### src/hw/rtl/ptlk_pkg.sv
`default_nettype none
package ptlk_pkg;
    localparam int unsigned TableLen = 24;
    localparam int unsigned CordW = 34;
    localparam int unsigned ZW = 33;
    localparam logic signed [CordW-1:0] CordicGain = 34'sd652032874;
    localparam logic [1:0] CfgLink1 = 2'd0;
    localparam logic [1:0] CfgLink2 = 2'd1;

    typedef logic signed [CordW-1:0] t_cord;
    typedef logic signed [ZW-1:0] t_zang;

    typedef struct packed {
        t_cord x;
        t_cord y;
        t_zang z;
    } t_rot;

    function automatic t_zang atan_entry(input int unsigned i);
        t_zang v;
        case (i)
            0: v = 33'sh020000000;
            1: v = 33'sh012E4051D;
            2: v = 33'sh009FB385B;
            3: v = 33'sh0051111D4;
            4: v = 33'sh0028B0D43;
            5: v = 33'sh00145D7E1;
            6: v = 33'sh000A2F61E;
            7: v = 33'sh000517C55;
            8: v = 33'sh00028BE53;
            9: v = 33'sh000145F2E;
            10: v = 33'sh0000A2F98;
            11: v = 33'sh0000517CC;
            12: v = 33'sh000028BE6;
            13: v = 33'sh0000145F3;
            14: v = 33'sh00000A2F9;
            15: v = 33'sh00000517C;
            16: v = 33'sh0000028BE;
            17: v = 33'sh00000145F;
            18: v = 33'sh000000A2F;
            19: v = 33'sh000000517;
            20: v = 33'sh00000028B;
            21: v = 33'sh000000145;
            22: v = 33'sh0000000A2;
            23: v = 33'sh000000051;
            default: v = '0;
        endcase
        return v;
    endfunction
endpackage
`default_nettype wire

### src/hw/rtl/ptlk_cordic_cell.sv
`default_nettype none
module ptlk_cordic_cell #(
    parameter int unsigned STAGE = 0
) (
    input  wire logic            i_clk,
    input  wire ptlk_pkg::t_rot  i_a,
    input  wire ptlk_pkg::t_rot  i_b,
    input  wire logic [1:0]      i_ka,
    input  wire logic [1:0]      i_kb,
    output ptlk_pkg::t_rot       o_a,
    output ptlk_pkg::t_rot       o_b,
    output logic [1:0]           o_ka,
    output logic [1:0]           o_kb
);
    import ptlk_pkg::*;

    t_rot r_a, r_b;
    logic [1:0] r_ka, r_kb;
    t_rot n_a, n_b;

    function automatic t_rot rot(input t_rot v);
        t_rot o;
        t_cord dx, dy;
        dx = v.y >>> STAGE;
        dy = v.x >>> STAGE;
        if (!v.z[ZW-1]) begin
            o.x = v.x - dx;
            o.y = v.y + dy;
            o.z = v.z - atan_entry(STAGE);
        end else begin
            o.x = v.x + dx;
            o.y = v.y - dy;
            o.z = v.z + atan_entry(STAGE);
        end
        return o;
    endfunction

    always_comb begin
        n_a = rot(i_a);
        n_b = rot(i_b);
    end

    always_ff @(posedge i_clk) begin
        r_a <= n_a;
        r_b <= n_b;
        r_ka <= i_ka;
        r_kb <= i_kb;
    end

    assign o_a = r_a;
    assign o_b = r_b;
    assign o_ka = r_ka;
    assign o_kb = r_kb;
endmodule
`default_nettype wire

### config.mk
export PLATFORM = sky130hd
export DESIGN_NAME = ptlk_cordic_cell
export DESIGN_NICKNAME = d
export VERILOG_FILES = /design/src/hw/rtl/ptlk_pkg.sv /design/src/hw/rtl/ptlk_cordic_cell.sv
export SDC_FILE = /design/constraint.sdc
export NUM_CORES = 1
export LEC_CHECK = 0
export BUFFER_PORTS_ARGS = -buffer_cell sky130_fd_sc_hd__buf_2
export CORE_MARGIN = 2
export CORE_UTILIZATION = 30
export CTS_BUF_LIST = sky130_fd_sc_hd__clkbuf_8 sky130_fd_sc_hd__clkbuf_16
export CTS_CLUSTER_DIAMETER = 50
export DETAILED_ROUTE_END_ITERATION = 8
export HOLD_SLACK_MARGIN = 0.12
export PLACE_DENSITY = 0.53
export SETUP_SLACK_MARGIN = 0.3
export SYNTH_ARGS = -nofsm -noshare
export SYNTH_HDL_FRONTEND = slang
export SYNTH_SLANG_ARGS = --single-unit
### constraint.sdc
create_clock -name i_clk -period 3.82 [get_ports i_clk]
set_input_delay 0.573 -clock i_clk [delete_from_list [all_inputs] [get_ports i_clk]]
set_output_delay 0.573 -clock i_clk [all_outputs]
set_load 0.02 [all_outputs]
==> run metrics <==
Yosys reg bits approximately 200; post-route cell area between 0.02 and 0.025 sq mm; Finished Layout Cells 3120; vias 15.88k; fmax 312.6 MHz; Final Max Slew Viols 0; met3 usage 5.366%; Final period util 83.75%; Vias per Instance 5.089; delay-heaviest family, CP compound AO/OA/AOI/OAI gates; Layout Area Growth over Synthesis 30.94%; met1 Use GR 24.13%; Placed Area 0.01857 sq mm; Max stage delay on crit path 0.65 ns; most numerous cell in the Yosys netlist a21oi_1; detailed placement HPWL 46630 microns; pwr dens 445.4 mW/mm^2; first-pass GRT wire length 87040 microns; Max Cap Viol 0; CTS tree yes; Synth Area per Inst 8.066 sq um; Synth area leader dfxtp_1; Max FO, Critical Path 12; cts bufs inserted 35; Placed Instances 2995; CP max-delay cell o41ai_1; synth warn 0; filler cell count 5337; H-tree levels 2; Rows 83; GR Overflow Total 0; Pleak between 9 and 10 nW; clock root cell clkbuf_16; crit path buf inv count 3; final core utilization 39.71%; number of synthesized flops with an enable pin 0; Net Count, Synth approximately 2.3k; Data arrival, critical path 3.62 ns; starting density of the core a little under a third; RSZ-0062 raised after global routing false; crit path kind in2reg; Req. time, crit path approximately 4.2 ns; TritonCTS Sinks 204; fin crit period 3.199 ns; crit path capture type flip-flop; GR peak layer met2; worst-path cell chain buf_2, inv_1, ha_1, a21o_1, a211o_1, nor3_1, buf_4, nor3_1, o41ai_1, o21ai_1, nand2_1, o311ai_1, a211oi_1; CORE AREA 0.05130 sq mm; antenna violations before repair 11; Multi-input gate area 0.01029 sq mm; Area contributors post-synth dfxtp_1 26%, ha_1 16%, a21oi_1 7.3%, xnor2_1 6.6%, inv_1 5.0%; DIE AREA approximately 0.054 sq mm; final net count 2828; die width between 200 and 250 microns; Ports 413; Synth top cells by count 226 x a21oi_1, 207 x inv_1, 204 x dfxtp_1; Starting DRT DRC Count 1052; TNS Setup 0 ns; Routed WL 57930 microns; met2 usage approximately 36%; clk slew on worst S/H paths 0.05 ns; largest net degree at the start of global routing between 80 and 90; Cells after Synth approximately 1.9k; number of global-route vias before repair 15.62k; synthesized area 0.01556 sq mm; fraction of final layout cells sized beyond drive strength 1 23.64%; most used cell, CP nor3_1; Synth top area share a little over a quarter; Max IR drop VDD 226.2 uV; Hold Crit Class in2reg; drt first pass iters 5; GRT Total Usage roughly 21%; Primary FF master, synth dfxtp_1; status finished, final reports clean; worst slew pin tran about 0.97 ns; CP Launch Type input pin; Storage cell area between 0.004 and 0.005 sq mm; CTS max path bufs 3; die height 231.7 microns; RD Place Congestion about 0.97; post-synthesis cell type count 90; Slew headroom 35.30%; Hold Vio Cnt, Final 0; Final ANT Viol Nets 0; Setup-failing EPs final 0; total power draw between 9 and 10 mW; # port buffers 412; Setup Fix Bufs, Post-CTS 0; post-synthesis sequential area ratio 26.25%; drc violations 0; WL/cell 18.57 microns; Async SR Flop Fraction 0%
cells by family after synthesis:
family / share of synthesized area (%)
multiplexers: 1.882
flip-flops: 26.25
adder cells (fa/ha/maj): 17.27
AND/OR/NAND/NOR: 12.78
buffers and inverters: 7.616
XOR/XNOR: 7.318
AO/OA/AOI/OAI: 26.88
area by class of cell:
type | count | share of cell area, %
tap | 680 | 4.176
multi-input combinational | 1417 | 50.51
clock buffer | 42 | 4.772
antenna | 3 | 0.03685
sequential | 204 | 20.05
inverter | 222 | 4.090
clock inverter | 21 | 1.136
timing repair buffer | 531 | 15.23
timing repair:
item | in CTS | in global routing
hold buffers | 59 | 0
gates resized for setup | 0 | 0
hold endpoints to repair | 59 | 0
setup endpoints to repair | 0 | 0
placed cells by master (no fill, tap or decap), types with 60 or more instances in the layout:
master,netlist,routed
xnor2_1,117,117
buf_2,5,412
inv_1,207,209
dfxtp_1,204,204
a21oi_1,226,226
nor2_1,118,118
buf_4,2,60
ha_1,202,202
a21o_1,61,61
nand2_1,92,92
o21ai_0,104,104
state kept, by name, summed over array words and instances (netlist names):
name and flops:
o_ka 2, o_a 100, o_b 100, o_kb 2
report_power, final:
part	internal, mW	switching, mW	total [mW]	leakage, nW
logic	1.19	2.04	3.23	7.59
registers	2.52	0.115	2.64	1.72
clock network	2.04	1.17	3.21	0.594
total	5.75	3.33	9.07	9.91
worst paths after layout:
kind | from | endpoint | slack (ns) | cells past startpoint
max | i_b[37] | o_b[65] | 0.62 | 13
min | i_a[7] | o_a[7] | 0.16 | 1
metrics by stage:
step	worst slack, ns	hold slack [ns]
global route	0.5053	0.1293
detailed placement	0.2088	0.6770
finish	0.6208	0.1608
global placement	0.1575	0.6750
CTS	0.7436	0.1203
floorplan	0.6609	0.6007
per-layer routing:
layer | share of wire [%] | vias to the layer above
li1 | - | 7714
met1 | 41 | 7505
met2 | 48 | 519
met3 | 7.2 | 129
met4 | 3.8 | 12
met5 | 0.13 | -
Note: power is estimated with default switching activity, not from simulation.
